==> src/hw/rtl/uer_pkg.sv <==
// Package for the ultrasonic echo ranger: phase and error codes, register
// indexes, field widths and the distance scale constants.
// No dependencies.
package uer_pkg;

    localparam int CNT_W      = 24;   // phase counter, wide enough for the gap
    localparam int TMO_W      = 12;
    localparam int TRIG_W     = 8;
    localparam int CM_W       = 7;
    localparam int DIST_W     = 15;
    localparam int CFG_IDX_W  = 3;
    localparam int CFG_DATA_W = 24;

    // 0.0343 cm/us in Q8 after a >>6: 562 / 64 ~= 0.0343 * 256
    localparam int SCALE_SHIFT = 6;
    localparam logic [9:0] SCALE_MUL = 10'd562;

    typedef enum logic [2:0] {
        PH_GAP   = 3'd0,
        PH_LOW   = 3'd1,
        PH_HIGH  = 3'd2,
        PH_RISE  = 3'd3,
        PH_WIDTH = 3'd4
    } t_phase;

    typedef enum logic [1:0] {
        ERR_OK      = 2'd0,
        ERR_NO_RISE = 2'd1,
        ERR_NO_FALL = 2'd2
    } t_err;

    typedef enum logic [CFG_IDX_W-1:0] {
        CFG_ECHO_TIMEOUT = 3'd0,
        CFG_TRIG_HIGH    = 3'd1,
        CFG_TRIG_LOW     = 3'd2,
        CFG_REPEAT_GAP   = 3'd3,
        CFG_RANGE_MIN    = 3'd4,
        CFG_RANGE_MAX    = 3'd5
    } t_cfg_idx;

    typedef struct packed {
        logic              trigger_level;
        logic              measure_done;
        t_err              error_code;
        logic [DIST_W-1:0] distance_q8;
        logic              distance_valid;
        logic              in_window;
    } t_result;

endpackage

==> src/hw/rtl/uer_if.sv <==
// Channel interfaces of the echo ranger: tick input, result output and
// configuration write. Depends on uer_pkg.
interface uer_in_if import uer_pkg::*; ();
    logic valid;
    logic ready;
    logic echo_level;

    modport source (output valid, output echo_level, input ready);
    modport sink   (input valid, input echo_level, output ready);
endinterface

interface uer_out_if import uer_pkg::*; ();
    logic              valid;
    logic              ready;
    logic              trigger_level;
    logic              measure_done;
    logic [1:0]        error_code;
    logic [DIST_W-1:0] distance_q8;
    logic              distance_valid;
    logic              in_window;

    modport source (output valid, output trigger_level, output measure_done,
                    output error_code, output distance_q8, output distance_valid,
                    output in_window, input ready);
    modport sink   (input valid, input trigger_level, input measure_done,
                    input error_code, input distance_q8, input distance_valid,
                    input in_window, output ready);
endinterface

interface uer_cfg_if import uer_pkg::*; ();
    logic                  valid;
    logic                  ready;
    logic [CFG_IDX_W-1:0]  index;
    logic [CFG_DATA_W-1:0] data;

    modport source (output valid, output index, output data, input ready);
    modport sink   (input valid, input index, input data, output ready);
endinterface

==> src/hw/rtl/ultrasonic_echo_ranger_unit.sv <==
// Ultrasonic echo ranger, top level. One input transfer is one microsecond
// tick carrying the sampled echo pin; each tick produces exactly one result
// transfer with the trigger level, a done pulse, the error code and the last
// distance. Throughput is one tick per clock while the output is not stalled:
// the tick is decoded and the result written to the output register in the
// cycle of its transfer. The input is stalled only while the output register
// holds a result that the sink has not taken. Configuration writes are never
// stalled and should be issued while no tick is in flight.
// Depends on uer_pkg and uer_if.
module ultrasonic_echo_ranger_unit
    import uer_pkg::*;
(
    input  logic       i_clk,
    input  logic       i_rst_n,
    uer_in_if.sink     i_in,
    uer_out_if.source  o_out,
    uer_cfg_if.sink    i_cfg
);

    // configuration
    logic [TMO_W-1:0]  r_echo_timeout;
    logic [TRIG_W-1:0] r_trig_high;
    logic [TRIG_W-1:0] r_trig_low;
    logic [CNT_W-1:0]  r_repeat_gap;
    logic [CM_W-1:0]   r_range_min;
    logic [CM_W-1:0]   r_range_max;

    // measurement state
    t_phase            r_phase,     n_phase;
    logic [CNT_W-1:0]  r_count,     n_count;
    logic [DIST_W-1:0] r_last_dist, n_last_dist;
    logic              r_last_valid, n_last_valid;

    // output register
    logic              r_out_valid;
    t_result           r_out, n_out;

    logic              in_accept;
    t_phase            ph;
    logic [CNT_W-1:0]  cnt;
    logic              timed_out;
    logic [20:0]       scaled;

    assign i_cfg.ready = 1'b1;
    assign i_in.ready  = !r_out_valid || o_out.ready;
    assign in_accept   = i_in.valid && i_in.ready;

    always_ff @(posedge i_clk) begin
        if (!i_rst_n) begin
            r_echo_timeout <= TMO_W'(3000);
            r_trig_high    <= TRIG_W'(10);
            r_trig_low     <= TRIG_W'(2);
            r_repeat_gap   <= CNT_W'(1000000);
            r_range_min    <= CM_W'(10);
            r_range_max    <= CM_W'(16);
        end else if (i_cfg.valid) begin
            case (t_cfg_idx'(i_cfg.index))
                CFG_ECHO_TIMEOUT: r_echo_timeout <= i_cfg.data[TMO_W-1:0];
                CFG_TRIG_HIGH:    r_trig_high    <= i_cfg.data[TRIG_W-1:0];
                CFG_TRIG_LOW:     r_trig_low     <= i_cfg.data[TRIG_W-1:0];
                CFG_REPEAT_GAP:   r_repeat_gap   <= i_cfg.data;
                CFG_RANGE_MIN:    r_range_min    <= i_cfg.data[CM_W-1:0];
                CFG_RANGE_MAX:    r_range_max    <= i_cfg.data[CM_W-1:0];
                default: ;
            endcase
        end
    end

    // echo width is at most the 12-bit timeout; halve, then scale to Q8 cm
    assign scaled = 21'(r_count[TMO_W-1:1]) * 21'(SCALE_MUL);

    always_comb begin
        ph           = (r_phase > PH_WIDTH) ? PH_GAP : r_phase;
        cnt          = r_count;
        n_last_dist  = r_last_dist;
        n_last_valid = r_last_valid;
        n_out        = '0;

        // zero-length phases fall through within the same tick
        if (ph == PH_GAP && cnt == '0) begin
            ph  = PH_LOW;
            cnt = CNT_W'(r_trig_low);
        end
        if (ph == PH_LOW && cnt == '0) begin
            ph  = PH_HIGH;
            cnt = CNT_W'(r_trig_high);
        end
        if (ph == PH_HIGH && cnt == '0) begin
            ph  = PH_RISE;
            cnt = '0;
        end

        timed_out = (cnt >= CNT_W'(r_echo_timeout));
        n_phase   = ph;
        n_count   = cnt;

        case (ph)
            PH_GAP, PH_LOW: begin
                n_count = cnt - 1'b1;
            end
            PH_HIGH: begin
                n_out.trigger_level = 1'b1;
                n_count             = cnt - 1'b1;
            end
            PH_RISE: begin
                if (timed_out) begin
                    n_out.measure_done = 1'b1;
                    n_out.error_code   = ERR_NO_RISE;
                    n_last_dist        = '0;
                    n_last_valid       = 1'b0;
                    n_phase            = PH_GAP;
                    n_count            = r_repeat_gap;
                end else if (i_in.echo_level) begin
                    n_phase = PH_WIDTH;
                    n_count = CNT_W'(1);
                end else begin
                    n_count = cnt + 1'b1;
                end
            end
            PH_WIDTH: begin
                if (!i_in.echo_level) begin
                    n_out.measure_done = 1'b1;
                    n_out.error_code   = ERR_OK;
                    n_last_dist        = scaled[SCALE_SHIFT +: DIST_W];
                    n_last_valid       = 1'b1;
                    n_phase            = PH_GAP;
                    n_count            = r_repeat_gap;
                end else if (timed_out) begin
                    n_out.measure_done = 1'b1;
                    n_out.error_code   = ERR_NO_FALL;
                    n_last_dist        = '0;
                    n_last_valid       = 1'b0;
                    n_phase            = PH_GAP;
                    n_count            = r_repeat_gap;
                end else begin
                    n_count = cnt + 1'b1;
                end
            end
            default: ;
        endcase

        n_out.distance_q8    = n_last_dist;
        n_out.distance_valid = n_last_valid;
        n_out.in_window      = n_last_valid
                            && (n_last_dist >= {r_range_min, 8'd0})
                            && (n_last_dist <= {r_range_max, 8'd0});
    end

    always_ff @(posedge i_clk) begin
        if (!i_rst_n) begin
            r_phase      <= PH_GAP;
            r_count      <= '0;
            r_last_dist  <= '0;
            r_last_valid <= 1'b0;
        end else if (in_accept) begin
            r_phase      <= n_phase;
            r_count      <= n_count;
            r_last_dist  <= n_last_dist;
            r_last_valid <= n_last_valid;
        end
    end

    always_ff @(posedge i_clk) begin
        if (!i_rst_n) begin
            r_out_valid <= 1'b0;
        end else if (in_accept) begin
            r_out_valid <= 1'b1;
        end else if (o_out.ready) begin
            r_out_valid <= 1'b0;
        end
    end

    always_ff @(posedge i_clk) begin
        if (in_accept) begin
            r_out <= n_out;
        end
    end

    assign o_out.valid          = r_out_valid;
    assign o_out.trigger_level  = r_out.trigger_level;
    assign o_out.measure_done   = r_out.measure_done;
    assign o_out.error_code     = r_out.error_code;
    assign o_out.distance_q8    = r_out.distance_q8;
    assign o_out.distance_valid = r_out.distance_valid;
    assign o_out.in_window      = r_out.in_window;

`ifndef SYNTHESIS
    // a held result blocks new ticks
    a_stall_blocks_input: assert property (@(posedge i_clk) disable iff (!i_rst_n)
        (r_out_valid && !o_out.ready) |-> !i_in.ready)
        else $error("input taken while result is stalled");

    // echo falling during the width count ends the measurement with a distance
    a_fall_completes: assert property (@(posedge i_clk) disable iff (!i_rst_n)
        (in_accept && r_phase == PH_WIDTH && !i_in.echo_level)
        |=> (r_out_valid && r_out.measure_done && r_out.error_code == ERR_OK
             && r_out.distance_valid && r_phase == PH_GAP))
        else $error("echo fall did not finish measurement");

    // a rise timeout clears the stored distance
    a_rise_timeout: assert property (@(posedge i_clk) disable iff (!i_rst_n)
        (in_accept && r_phase == PH_RISE && r_count >= CNT_W'(r_echo_timeout))
        |=> (r_out.error_code == ERR_NO_RISE && !r_last_valid && r_last_dist == '0))
        else $error("rise timeout not reported");
`endif

endmodule
==> src/flat_wrapper.sv <==
// flat-port wrapper written by rule: the top's interface ports become plain ports
module ultrasonic_echo_ranger_unit_flat import uer_pkg::*;
  (i_clk, i_rst_n, i_in_valid, i_in_echo_level, i_in_ready, o_out_valid, o_out_trigger_level, o_out_measure_done, o_out_error_code, o_out_distance_q8, o_out_distance_valid, o_out_in_window, o_out_ready, i_cfg_valid, i_cfg_index, i_cfg_data, i_cfg_ready);
  uer_in_if i_in_i ();
  uer_out_if o_out_i ();
  uer_cfg_if i_cfg_i ();
  input  logic i_clk;
  input  logic i_rst_n;
  input wire logic [$bits(i_in_i.valid)-1:0] i_in_valid;
  input wire logic [$bits(i_in_i.echo_level)-1:0] i_in_echo_level;
  output wire logic [$bits(i_in_i.ready)-1:0] i_in_ready;
  output wire logic [$bits(o_out_i.valid)-1:0] o_out_valid;
  output wire logic [$bits(o_out_i.trigger_level)-1:0] o_out_trigger_level;
  output wire logic [$bits(o_out_i.measure_done)-1:0] o_out_measure_done;
  output wire logic [$bits(o_out_i.error_code)-1:0] o_out_error_code;
  output wire logic [$bits(o_out_i.distance_q8)-1:0] o_out_distance_q8;
  output wire logic [$bits(o_out_i.distance_valid)-1:0] o_out_distance_valid;
  output wire logic [$bits(o_out_i.in_window)-1:0] o_out_in_window;
  input wire logic [$bits(o_out_i.ready)-1:0] o_out_ready;
  input wire logic [$bits(i_cfg_i.valid)-1:0] i_cfg_valid;
  input wire logic [$bits(i_cfg_i.index)-1:0] i_cfg_index;
  input wire logic [$bits(i_cfg_i.data)-1:0] i_cfg_data;
  output wire logic [$bits(i_cfg_i.ready)-1:0] i_cfg_ready;
  assign i_in_i.valid = i_in_valid;
  assign i_in_i.echo_level = i_in_echo_level;
  assign i_in_ready = i_in_i.ready;
  assign o_out_valid = o_out_i.valid;
  assign o_out_trigger_level = o_out_i.trigger_level;
  assign o_out_measure_done = o_out_i.measure_done;
  assign o_out_error_code = o_out_i.error_code;
  assign o_out_distance_q8 = o_out_i.distance_q8;
  assign o_out_distance_valid = o_out_i.distance_valid;
  assign o_out_in_window = o_out_i.in_window;
  assign o_out_i.ready = o_out_ready;
  assign i_cfg_i.valid = i_cfg_valid;
  assign i_cfg_i.index = i_cfg_index;
  assign i_cfg_i.data = i_cfg_data;
  assign i_cfg_ready = i_cfg_i.ready;
  ultrasonic_echo_ranger_unit u_core (.i_clk(i_clk), .i_rst_n(i_rst_n), .i_in(i_in_i), .o_out(o_out_i), .i_cfg(i_cfg_i));
endmodule
==> config.mk <==
export PLATFORM = sky130hd
export DESIGN_NAME = ultrasonic_echo_ranger_unit_flat
export DESIGN_NICKNAME = d
export VERILOG_FILES = /design/src/hw/rtl/uer_pkg.sv /design/src/hw/rtl/uer_if.sv /design/src/hw/rtl/ultrasonic_echo_ranger_unit.sv /design/src/flat_wrapper.sv
export SDC_FILE = /design/constraint.sdc
export NUM_CORES = 1
export LEC_CHECK = 0
export BUFFER_PORTS_ARGS = -buffer_cell sky130_fd_sc_hd__buf_4
export CORE_UTILIZATION = 64
export CTS_BUF_LIST = sky130_fd_sc_hd__clkbuf_8
export DETAILED_ROUTE_END_ITERATION = 8
export PLACE_DENSITY_LB_ADDON = 0.05
export SLEW_MARGIN = 15
export SYNTH_ARGS = -nofsm -noshare
export SYNTH_HDL_FRONTEND = slang
export SYNTH_SLANG_ARGS = --single-unit
export TNS_END_PERCENT = 5
==> constraint.sdc <==
create_clock -name i_clk -period 8.1 [get_ports i_clk]
set_input_delay 0.81 -clock i_clk [delete_from_list [all_inputs] [get_ports i_clk]]
set_output_delay 0.81 -clock i_clk [all_outputs]
set_load 0.005 [all_outputs]
=== After elaboration in Yosys (flattened, before gate mapping) ===
Cells that the tools add are included.

* Flip-flop bits (word level): 131
* Bits of input ports: 33
* Output and inout bits: 24
* Word-level logic and storage cells: 87

* $add $sub $neg: 2
* Multiply operators: 1
* Order comparisons: 4
* Equal/unequal tests: 11
* Mux-type cells: 30
* Reduce and logical (&&, ||, !) cells: 22

{| class="wikitable"
|+ Operator list
! operator !! count
|-
| 24-bit 2-to-1 mux || 7
|-
| 24-bit zero test || 3
|-
| 24-bit one-hot mux with 3 select lines || 1
|-
| 3-bit 2-to-1 mux || 11
|-
| 15-bit 2-to-1 mux || 2
|-
| 15-bit one-hot mux with 2 select lines || 1
|-
| 24-bit by 1-bit adder with 24-bit output, second input constant || 1
|-
| 24-bit by 12-bit >= comparator with 1-bit output || 1
|-
| 24-bit by 1-bit subtractor with 24-bit output, second input constant || 1
|-
| 11-bit by 9-bit multiplier with 20-bit output, second input constant || 1
|-
| 3-bit by 2-bit equality test with 1-bit output, second input constant || 5
|-
| 15-bit >= comparator || 1
|-
| 15-bit less-or-equal comparator || 1
|-
| 3-bit one-hot mux with 2 select lines || 2
|-
| 2-bit AND reduction || 6
|-
| 3-bit by 1-bit equality test with 1-bit output, second input constant || 3
|-
| 3-bit equality test, second input constant || 3
|-
| 3-bit zero test || 3
|-
| 1-bit logical AND || 6
|-
| 1-bit 2-to-1 mux || 5
|-
| 3-bit > comparator, second input constant || 1
|-
| 3-bit OR reduction || 1
|-
| 1-bit one-hot mux with 2 select lines || 1
|-
| 2-bit nonzero test || 1
|-
| other kinds (2) || 2
|}

=== Longest topological paths before layout ===
Gate-level depths: netlist of the first run.

* Depth after elaboration: 18
* Mapped depth: 31
* Gate-level depth less buffers: 28

=== Worst setup path before layout of the first run ===
Ideal clock, no wire load.

* Kind: reg2reg
* From: reg u_core.r_count[14]
* To: reg u_core.r_out (netlist bit u_core.o_out.in_window) (data pin)
* Library setup time: 165 ps
* Data arrival time: 5671 ps
* Required time: 7935 ps
* Path slack: 2265 ps
* Stages on the path, launching flop included: 31
* Path buffers: 4
* Period minus slack after synthesis: 5835 ps
* Cells stage by stage: dfxtp_1 > or4_1 > buf_6 > nor4_4 > nand3_4 > clkbuf_1 > nand2_1 > inv_1 > ha_1 > a21o_1 > a21oi_1 > nor2b_1 > a2111oi_0 > o21a_1 > clkbuf_8 > clkbuf_1 > nand2_1 > nand2_1 > o21ai_0 > nor2_1 > ha_1 > nor2b_1 > o21a_1 > o21a_1 > o21ai_0 > a21oi_1 > a211oi_1 > a41oi_1 > nor2_1 > o221ai_1 > o31ai_2

{| class="wikitable"
|+ RTL lines
! what !! RTL line !! RTL
|-
| start, declared || ultrasonic_echo_ranger_unit.sv:30 || <nowiki>logic [CNT_W-1:0] r_count, n_count;</nowiki>
|-
| start signal, assigned || ultrasonic_echo_ranger_unit.sv:157 || <nowiki>r_count <= n_count;</nowiki>
|-
| end signal, assigned || ultrasonic_echo_ranger_unit.sv:175 || <nowiki>r_out <= n_out;</nowiki>
|-
| end, declared || ultrasonic_echo_ranger_unit.sv:36 || <nowiki>t_result r_out, n_out;</nowiki>
|}

==> flow_summary.ini, run 1 <==
[clock_tree]
cts_setup_buffers = 0
htree_levels = 4
numCtsBuffers = 17
cts.sinks = 131
cts_tree = yes
cts_root_buf = clkbuf_8
cts_max_path_buffers = 2
post_cts_resized = 0
clkTransAtPathRegs_ns = 0.08
holdBufCountCts = 0
insertion_delay_ns = 0.45

[layout]
fillCellCount = 1178
areaGrowthSynthToFinish_pct = 8.16
diodes = 0
final_layout_size_suffix_gt1_share_pct = 13.3
nNetsFinal = 1227

[setup_path]
crit_fanout = 20
cp.buffers_inverters = 0
worst_ep_required_time_ns = 8.38
critPathKind = flip-flop to flip-flop
cp_top_family = compound AO/OA/AOI/OAI gates
crit_path_frequent_cell = o21a_1
endpoint_kind = flip-flop
path_cells = or4_1, nor4_4, nand3_4, mux2_2, a31o_2, ha_1, a2111oi_0, o21a_1, o21a_1, nand2_1, nand2_1, o21ai_0, nor2_1, ha_1, nor2b_1, o21a_1, o21a_1, o21ai_0, a21oi_1, a211oi_1, a41oi_1, nor2_1, o221ai_1, o31ai_2
critPathLaunchType = flip-flop
slowest_stage = or4_1
critPathMaxStageDelay_ns = 0.73
arrival_ns = 7.00

[synthesis]
syn-num-nets = 1198
synth_seq_cells = 131
synth_top_family_by_area = compound AO/OA/AOI/OAI gates
synth_edf_count = 21
synth_mux_area_share_pct = 1.41
synthXorXnorAreaFrac_pct = 3.11
synthSimpleGateAreaFrac_pct = 20.5
synth-adder-area-share_pct = 14.2
synthCells = 1071
synth_area_sq_um = 9020
synth-async-reset-ratio_pct = 0
synth_compound_area_share_pct = 21.5
ys_seq_area_share_pct = 31.4
syn_avg_cell_area_sq_um = 8.42
ys.flop_type = dfxtp_1
ys_warn_count = 0
synth.distinct_cells = 97

[placed_design]
place_congestion = 0.977
port_buffers = 55
hpwl_um = 17600

[run]
cap_violations = 0

[floorplan]
die_w_um = 121
io_pins = 57
initial_utilization_pct = 65.2
die-area_sq_um = 14600
coreArea_sq_um = 13800
dieHeight_um = 121
placementRows = 43

[min_path]
min_path_type = flip-flop to flip-flop

[drt]
drcViolationCount = 0
routed_wl_um = 23900
vias = 7858
avgRoutedWirePerCell_um = 18.5
drtIter0Drc = 753
drtPass1Iterations = 5
vias_per_cell = 6.08
antenna_left = 0

[global_route]
grt_pass1_wl_um = 38200
grt-ovfl-total = 0
grt_max_degree = 112
antenna_found_initial = 0
grt_pass1_vias = 7375
track_usage_pct = 34.4

[sta]
fmax_ghz = 0.149
finalHoldViolCount = 0
setup_viol = 0
tightest_slew_ns = 1.07
rsz0062_at_grt = false
finalClockSkew_ns = 0.00866
fin_setup_tns_ns = 0
period_needed_ns = 6.72
relSlewSlack_pct = 28.5
drv_slew = 0
fin_crit_sh_pct = 82.9

[power]
leakagePower_nw = 4.23
powerDensity_nw_per_um2 = 182
vdd_drop_max_uv = 124
power_mw = 1.78

[status]
outcome = complete, no violations
worst paths after layout:
check | startpoint | slack [ns] | to | cells after the start
min reg2reg | u_core.r_repeat_gap[16] | 0.47 | u_core.r_repeat_gap[16] | 2
max | u_core.r_count[14] | 1.38 | u_core.o_out.in_window | 24
max reg2reg | u_core.r_count[14] | 1.38 | u_core.o_out.in_window | 24
min | u_core.r_repeat_gap[16] | 0.47 | u_core.r_repeat_gap[16] | 2
power breakdown:
part	switching (mW)	internal [mW]	total [mW]	leakage [nW]
sequential	0.0402	0.690	0.730	1.11
combinational	0.321	0.215	0.535	2.94
clock	0.272	0.239	0.511	0.185
total	0.633	1.14	1.78	4.23
layout make-up:
type / instances / area [sq um] / area share [%]
repair buffers: 60 / 450 / 4.62
well taps: 180 / 225 / 2.31
flip-flops and latches: 131 / 2830 / 29.0
inverters: 108 / 408 / 4.18
clock inverters: 15 / 119 / 1.22
multi-input cells: 782 / 5490 / 56.2
clock buffers: 17 / 234 / 2.40
cells in the final DEF, fill, tap and decap left out, types with 11 or more instances in the layout:
cell type,instances
nand2_1,170
dfxtp_1,110
inv_1,105
ha_1,81
nor2_1,61
buf_4,60
o21ai_0,53
a21boi_0,51
a21oi_1,45
nor3_1,28
nand3_1,27
xnor2_1,24
edfxtp_1,21
o211ai_1,17
clkbuf_8,17
nor2b_1,13
fa_1,13
a221oi_1,11
Yosys cell counts (6+ instances only):
cell type,number,area share [%]
clkbuf_1,35,1.5
a21oi_1,45,2.5
a221oi_1,11,1.1
xor2_1,8,0.78
o21ai_1,6,0.33
nor2b_1,13,0.90
mux2_2,6,0.75
nand2_1,170,7.1
o21ai_0,53,2.9
o21a_1,9,0.75
o211ai_1,17,1.4
nor2_1,61,2.5
nor4_1,9,0.62
dfxtp_1,110,24
nand3_1,27,1.5
or4_1,8,0.67
nand2b_1,8,0.55
nor3_1,28,1.6
xnor2_1,24,2.3
edfxtp_1,21,7.0
ha_1,81,11
fa_1,13,2.9
a21boi_0,51,4.2
inv_1,105,4.4
sequential cells by signal, summed over array words and instances, names as in the netlist:
| name | cells |
|---|---|
| u_core.r_count | 24 |
| u_core.o_out.error_code | 2 |
| u_core.o_out.distance_valid | 1 |
| u_core.o_out.measure_done | 1 |
| u_core.r_phase | 3 |
| u_core.r_last_valid | 1 |
| u_core.r_repeat_gap | 24 |
| u_core.o_out.trigger_level | 1 |
| u_core.r_echo_timeout | 12 |
| u_core.r_trig_low | 8 |
| u_core.r_trig_high | 8 |
| u_core.r_range_min | 7 |
| u_core.o_out.valid | 1 |
| u_core.r_last_dist | 15 |
| u_core.o_out.distance_q8 | 15 |
| u_core.r_range_max | 7 |
| u_core.o_out.in_window | 1 |
cell families after synthesis:
family | count (synthesis)
other | 1
adder cells (fa/ha/maj) | 95
flip-flops | 131
AO/OA/AOI/OAI | 269
XOR/XNOR | 32
buffers and inverters | 158
AND/OR/NAND/NOR | 374
multiplexers | 11
worst register-to-register path, delay by kind of cell, from the launching register on:
family	cells	cell delay (ns)
adder cells (fa/ha/maj)	2	0.59
AND/OR/NAND/NOR	8	2.26
multiplexers	1	0.37
AO/OA/AOI/OAI	13	2.98
flip-flops	1	0.37
metal layers:
metal | GRT usage, % | routed length (um) | vias to the layer above
met2 | 53.4 | 10700 | 348
met3 | 7.50 | 1850 | 48
met1 | 46.3 | 10700 | 3660
li1 | - | - | 3802
met5 | 0 | 0 | -
met4 | 14.0 | 697 | 0
through the flow:
stage          area [sq um]  hold slack (ns)  worst slack (ns)  utilization, %  std cells
2_1_floorplan          9020            0.435              2.26               -       1071
3_3_place_gp           9400            0.454              1.74            68.0       1261
3_5_place_dp           9400            0.458              1.52            68.0       1261
4_1_cts                9760            0.470              1.49            70.6       1293
5_1_grt                9760            0.490             0.921            70.6       1293
6_report               9760            0.469              1.38            70.6       1293
Power figures use the tool's default switching activity.
==> inputs of run 2 (changes only) <==
CORE_UTILIZATION = 58   (was 64)
clock period = 5.8 ns   (was 8.1 ns; I/O delays follow)
==> run 2 against run 1 <==
Against the previous run:
- cell count is 4.9% higher
- via count is 3.3% higher
- global-route usage is 1.7 points lower
- sequential cell count stayed put
- combinational power is 64% higher
- non-clock buffer count is 55 higher
- utilization is 2.1 points lower
- register-to-register slack worse by 1.2 ns
==> flow_summary.ini, run 2 (synthesis results as in run 1) <==
[status]
outcome = complete, no violations

[global_route]
antenna_found_initial = 0
grt_pass1_wl_um = 40000
grt_max_degree = 112
grt_pass1_vias = 7357
grt-ovfl-total = 0
track_usage_pct = 32.6

[drt]
drtIter0Drc = 691
drtPass1Iterations = 5
routed_wl_um = 25800
vias_per_cell = 5.99
antenna_left = 0
drcViolationCount = 0
avgRoutedWirePerCell_um = 19.0
vias = 8121

[layout]
areaGrowthSynthToFinish_pct = 15.4
diodes = 0
nNetsFinal = 1282
layout_commonest_cell = nand2_1
final_layout_size_suffix_gt1_share_pct = 19.7
largestRegisters = u_core.r_count: 24 flops, u_core.r_repeat_gap: 24 flops
fillCellCount = 1252
final_cell_mix = nand2_1, buf_4, dfxtp_1

[floorplan]
io_pins = 57
die-area_sq_um = 16100
dieHeight_um = 127
placementRows = 45
die_w_um = 127
coreArea_sq_um = 15200
initial_utilization_pct = 59.3

[setup_path]
critPathMaxStageDelay_ns = 0.55
endpoint_kind = flip-flop
worst_ep_required_time_ns = 6.00
critPathLaunchType = flip-flop
critPathKind = flip-flop to flip-flop
endpoint = u_core.o_out.in_window
slowest_stage = fa_1
regToRegSetupSlack_ns = 0.22
arrival_ns = 5.78
reg2reg_to = u_core.o_out.in_window
crit_start = u_core.r_count[6]
rr_startpoint = u_core.r_count[6]
rr_worst_depth = 27
crit_fanout = 5

[min_path]
min_path_type = input port to flip-flop

[sta]
setup_viol = 0
drv_slew = 0
whs_ns = 0.310
period_needed_ns = 5.58
layout_setup_ws_ns = 0.218
fin_crit_sh_pct = 96.2
finalHoldViolCount = 0
finalClockSkew_ns = 0.0149
tightest_slew_ns = 1.16
fmax_ghz = 0.179
relSlewSlack_pct = 22.7

[clock_tree]
insertion_delay_ns = 0.47
clkTransAtPathRegs_ns = 0.09
cts_max_path_buffers = 2
htree_levels = 4
holdBufCountCts = 0
numCtsBuffers = 17
cts.sinks = 131
cts_tree = yes
cts_root_buf = clkbuf_8

[power]
leakagePower_nw = 4.57
powerDensity_nw_per_um2 = 266
vdd_drop_max_uv = 196

[run]
cap_violations = 0

[placed_design]
port_buffers = 55
hpwl_um = 18600
place_congestion = 0.944
pre_cts_slack_ns = -0.0414
-- run 2: how the worst min path moves through the flow --
stage	slack [ns]	cells past startpoint	from	to
2_1_floorplan	0.43	2	u_core.r_count[17]	u_core.r_count[17]
3_3_place_gp	0.45	2	u_core.r_repeat_gap[19]	u_core.r_repeat_gap[19]
3_5_place_dp	0.46	2	u_core.r_repeat_gap[19]	u_core.r_repeat_gap[19]
4_1_cts	0.31	3	i_cfg_data[16]	u_core.r_repeat_gap[16]
5_1_grt	0.31	3	i_cfg_data[19]	u_core.r_repeat_gap[19]
6_report	0.31	3	i_cfg_data[16]	u_core.r_repeat_gap[16]
-- run 2: repair_timing --
action                                 in CTS  in global routing
endpoints found under the hold margin       0                  0
buffers inserted                            3                 12
resized for setup                           1                 36
setup endpoints to repair                   1                  1
pin swaps                                   1                 14
-- run 2: through the flow --
step	area, sq um	std cells	util (%)	setup TNS, ns	power [mW]
after detailed placement	9710	1309	63.9	-0.0414	1.83
after global placement	9710	1309	63.9	0	1.82
after CTS	10200	1344	67.0	0	2.72
after global routing	10400	1356	68.5	-0.0760	2.92
after floorplan	9020	1071	-	0	1.59
final	10400	1356	68.5	0	2.77
-- run 2: worst max-delay path: cells and delay by family (launching register included) --
| kind | cells | cell delay (ns) |
|---|---|---|
| flip-flops | 1 | 0.38 |
| AO/OA/AOI/OAI | 12 | 1.97 |
| AND/OR/NAND/NOR | 4 | 0.41 |
| buffers and inverters | 4 | 0.34 |
| adder cells (fa/ha/maj) | 6 | 2.11 |
| XOR/XNOR | 1 | 0.11 |
-- run 2: routing by layer --
layer | global-route usage (%) | up-vias | wire, um
met3 | 7.42 | 62 | 2000
met4 | 14.1 | 0 | 850
li1 | - | 3907 | -
met2 | 48.4 | 361 | 11100
met1 | 45.5 | 3791 | 11800
met5 | 0 | - | 0
-- run 2: area by class of cell --
class	instances	area, sq um	area share [%]
clock buffers	17	234	2.25
clock inverters	15	215	2.07
inverters	108	408	3.92
multi-input cells	782	5610	53.9
flip-flops and latches	131	2840	27.3
well taps	188	235	2.26
repair buffers	115	863	8.30
-- run 2: power breakdown --
part / internal (mW) / leakage (nW) / total, mW / switching, mW
Combinational: 0.371 / 3.23 / 0.879 / 0.509
Sequential: 0.964 / 1.11 / 1.00 / 0.0358
Clock: 0.482 / 0.231 / 0.894 / 0.412
==> inputs of run 3 (changes only) <==
ABC_AREA = 1   (was not set)
GPL_ROUTABILITY_DRIVEN = 0   (was not set)
==> run 3 against run 2 <==
Against the previous run:
- critical path depth up 2
- via count up 8.0%
- worst setup slack better by 0.24 ns
- largest cell class unchanged
==> flow_summary.ini, run 3 <==
[floorplan]
dieHeight_um = 128
io_pins = 57
die-area_sq_um = 16400
die_w_um = 128
coreArea_sq_um = 15400
placementRows = 45
initial_utilization_pct = 60.1

[layout]
diodes = 0
fillCellCount = 1404
register_area_sq_um = 2840
final_cell_mix = nand2_1, inv_1, nor2_1
fin_area_sq_um = 10400
nNetsFinal = 1502
final_layout_size_suffix_gt1_share_pct = 12.8
largestRegisters = u_core.r_count: 24 flops, u_core.r_repeat_gap: 24 flops
multi_input_area_sq_um = 5440
layout_commonest_cell = nand2_1
areaGrowthSynthToFinish_pct = 13.1

[clock_tree]
cts_max_path_buffers = 2
holdBufCountCts = 0
clkTransAtPathRegs_ns = 0.08
numCtsBuffers = 17
cts_tree = yes
cts_root_buf = clkbuf_8
htree_levels = 4
cts.sinks = 131
insertion_delay_ns = 0.45

[setup_path]
regToRegSetupSlack_ns = 0.46
endpoint_kind = flip-flop
critPathLaunchType = flip-flop
arrival_ns = 5.65
crit_fanout = 5
reg2reg_to = u_core.o_out.in_window
rr_worst_depth = 29
crit_path_frequent_cell = a21oi_1
rr_startpoint = u_core.r_count[8]
worst_ep_required_time_ns = 6.12
critPathKind = flip-flop to flip-flop
critPathMaxStageDelay_ns = 0.52
slowest_stage = fa_1

[sta]
fmax_ghz = 0.187
setup_viol = 0
drv_slew = 0
fin_crit_sh_pct = 92.0
finalClockSkew_ns = 0.0126
period_needed_ns = 5.34
tightest_slew_ns = 0.887
finalHoldViolCount = 0
relSlewSlack_pct = 40.8
layout_setup_ws_ns = 0.462

[min_path]
hp-start = i_cfg_data[14]
min_path_type = input port to flip-flop
holdPathEnd = u_core.r_repeat_gap[14]
whs_path_depth = 3

[status]
outcome = complete, no violations

[synthesis]
yosys-top-cells-area = dfxtp_1, ha_1, nand2_1
syn_avg_cell_area_sq_um = 7.07
synth_mux_area_share_pct = 0.108
syn-num-nets = 1433
synth.top_cell.area_share_pct = 23.9
synth.distinct_cells = 54
synth_edf_count = 21
ys_warn_count = 0
synth_top_family_by_area = simple AND/OR/NAND/NOR gates
ys.flop_type = dfxtp_1
synthCells = 1306
synthSimpleGateAreaFrac_pct = 25.1
synth_seq_cells = 131
synth_compound_area_share_pct = 17.3
synthXorXnorAreaFrac_pct = 2.18
synth-async-reset-ratio_pct = 0
yosysTopAreaCell = dfxtp_1
synth.top_cells.by_count = nand2_1, inv_1, nor2_1
synth-adder-area-share_pct = 13.8
synth.most_common_cell = nand2_1
synth_area_sq_um = 9230
ys_seq_area_share_pct = 30.7

[power]
power_mw = 2.91
p_comb_share_pct = 36.8
internal_power_mw = 1.80
seqPwrFrac_pct = 34.8
clkPwrFrac_pct = 28.4
vdd_drop_max_uv = 200
swShare_pct = 38.3
powerDensity_nw_per_um2 = 279
p_switching_mw = 1.11
leakagePower_nw = 5.12

[global_route]
antenna_found_initial = 0
track_usage_pct = 31.9
grt-ovfl-total = 0
grt_pass1_wl_um = 40600
grt_max_degree = 81
grt_pass1_vias = 8044

[drt]
top_layer_used = met4
drtPass1Iterations = 5
vias = 8774
drt-met1-wl_um = 11000
antenna_left = 0
dr_wl_met3_um = 1530
avgRoutedWirePerCell_um = 15.5
drcViolationCount = 0
drtIter0Drc = 790
routed_wl_um = 24700
vias_per_cell = 5.49
wl_met2_um = 11500

[placed_design]
placed_cell_area_sq_um = 9970
hpwl_um = 18300
port_buffers = 55
pre_cts_slack_ns = 0.156

[run]
cap_violations = 0
## run 3: per-stage QoR
step	hold slack (ns)	setup TNS (ns)	std cells	util [%]
after detailed placement	0.456	0	1563	64.9
after global placement	0.448	0	1563	64.9
after global routing	0.323	-0.0502	1598	67.9
after CTS	0.320	0	1594	67.5
final	0.333	0	1598	67.9
after floorplan	0.430	0	1306	-
## run 3: worst max-delay path by stage
stage / slack (ns) / startpoint / end / depth (start not counted)
6_report: 0.46 / u_core.r_count[8] / u_core.o_out.in_window / 29
5_1_grt: -0.05 / u_core.r_count[2] / u_core.o_out.in_window / 34
4_1_cts: 0.14 / u_core.r_count[6] / u_core.o_out.in_window / 31
3_5_place_dp: 0.16 / u_core.r_count[6] / u_core.o_out.in_window / 31
3_3_place_gp: 0.28 / u_core.r_count[6] / u_core.o_out.in_window / 31
2_1_floorplan: 0.46 / u_core.r_count[8] / u_core.o_out.in_window / 37
## run 3: routing by layer
metal  global-route usage (%)  vias to the layer above
met3                     4.88                       63
li1                         -                     4417
met1                     42.3                     3997
met4                     13.3                        0
met2                     51.7                      297
met5                        0                        -
## run 3: final cells by class
| class | count | area share [%] |
|---|---|---|
| sequential | 131 | 27.2 |
| multi-input combinational | 920 | 52.1 |
| timing repair buffer | 93 | 6.69 |
| clock inverter | 14 | 1.67 |
| inverter | 212 | 7.62 |
| clock buffer | 17 | 2.24 |
| tap | 211 | 2.53 |
## run 3: logic make-up after synthesis
| kind of cell | after synthesis |
|---|---|
| adder cells (fa/ha/maj) | 94 |
| flip-flops | 131 |
| AO/OA/AOI/OAI | 285 |
| XOR/XNOR | 23 |
| AND/OR/NAND/NOR | 516 |
| multiplexers | 1 |
| buffers and inverters | 255 |
| other | 1 |
## run 3: what timing repair did
action / in CTS / in global routing
endpoints found under the hold margin: 0 / 0
setup endpoints to repair: 0 / 1
gates resized for setup: 0 / 13
buffers inserted: 0 / 4
## run 3: worst max-delay path: cells and delay by family (launching register included)
family	cells	cell delay, ns
adders and majority gates	6	2.19
AOI/OAI and AO/OA	12	1.41
and+or+nand+nor	6	0.77
buffers and inverters	4	0.40
DFF	1	0.31
xor gates and xnor gates	1	0.13
## run 3: power by group through the flow
stage / Clock (mW) / Sequential [mW] / Combinational, mW
2_1_floorplan: 0 / 1.03 / 0.728
3_3_place_gp: 0 / 1.03 / 1.01
3_5_place_dp: 0 / 1.03 / 1.03
4_1_cts: 0.840 / 1.01 / 1.03
5_1_grt: 0.878 / 1.02 / 1.22
6_report: 0.827 / 1.01 / 1.07
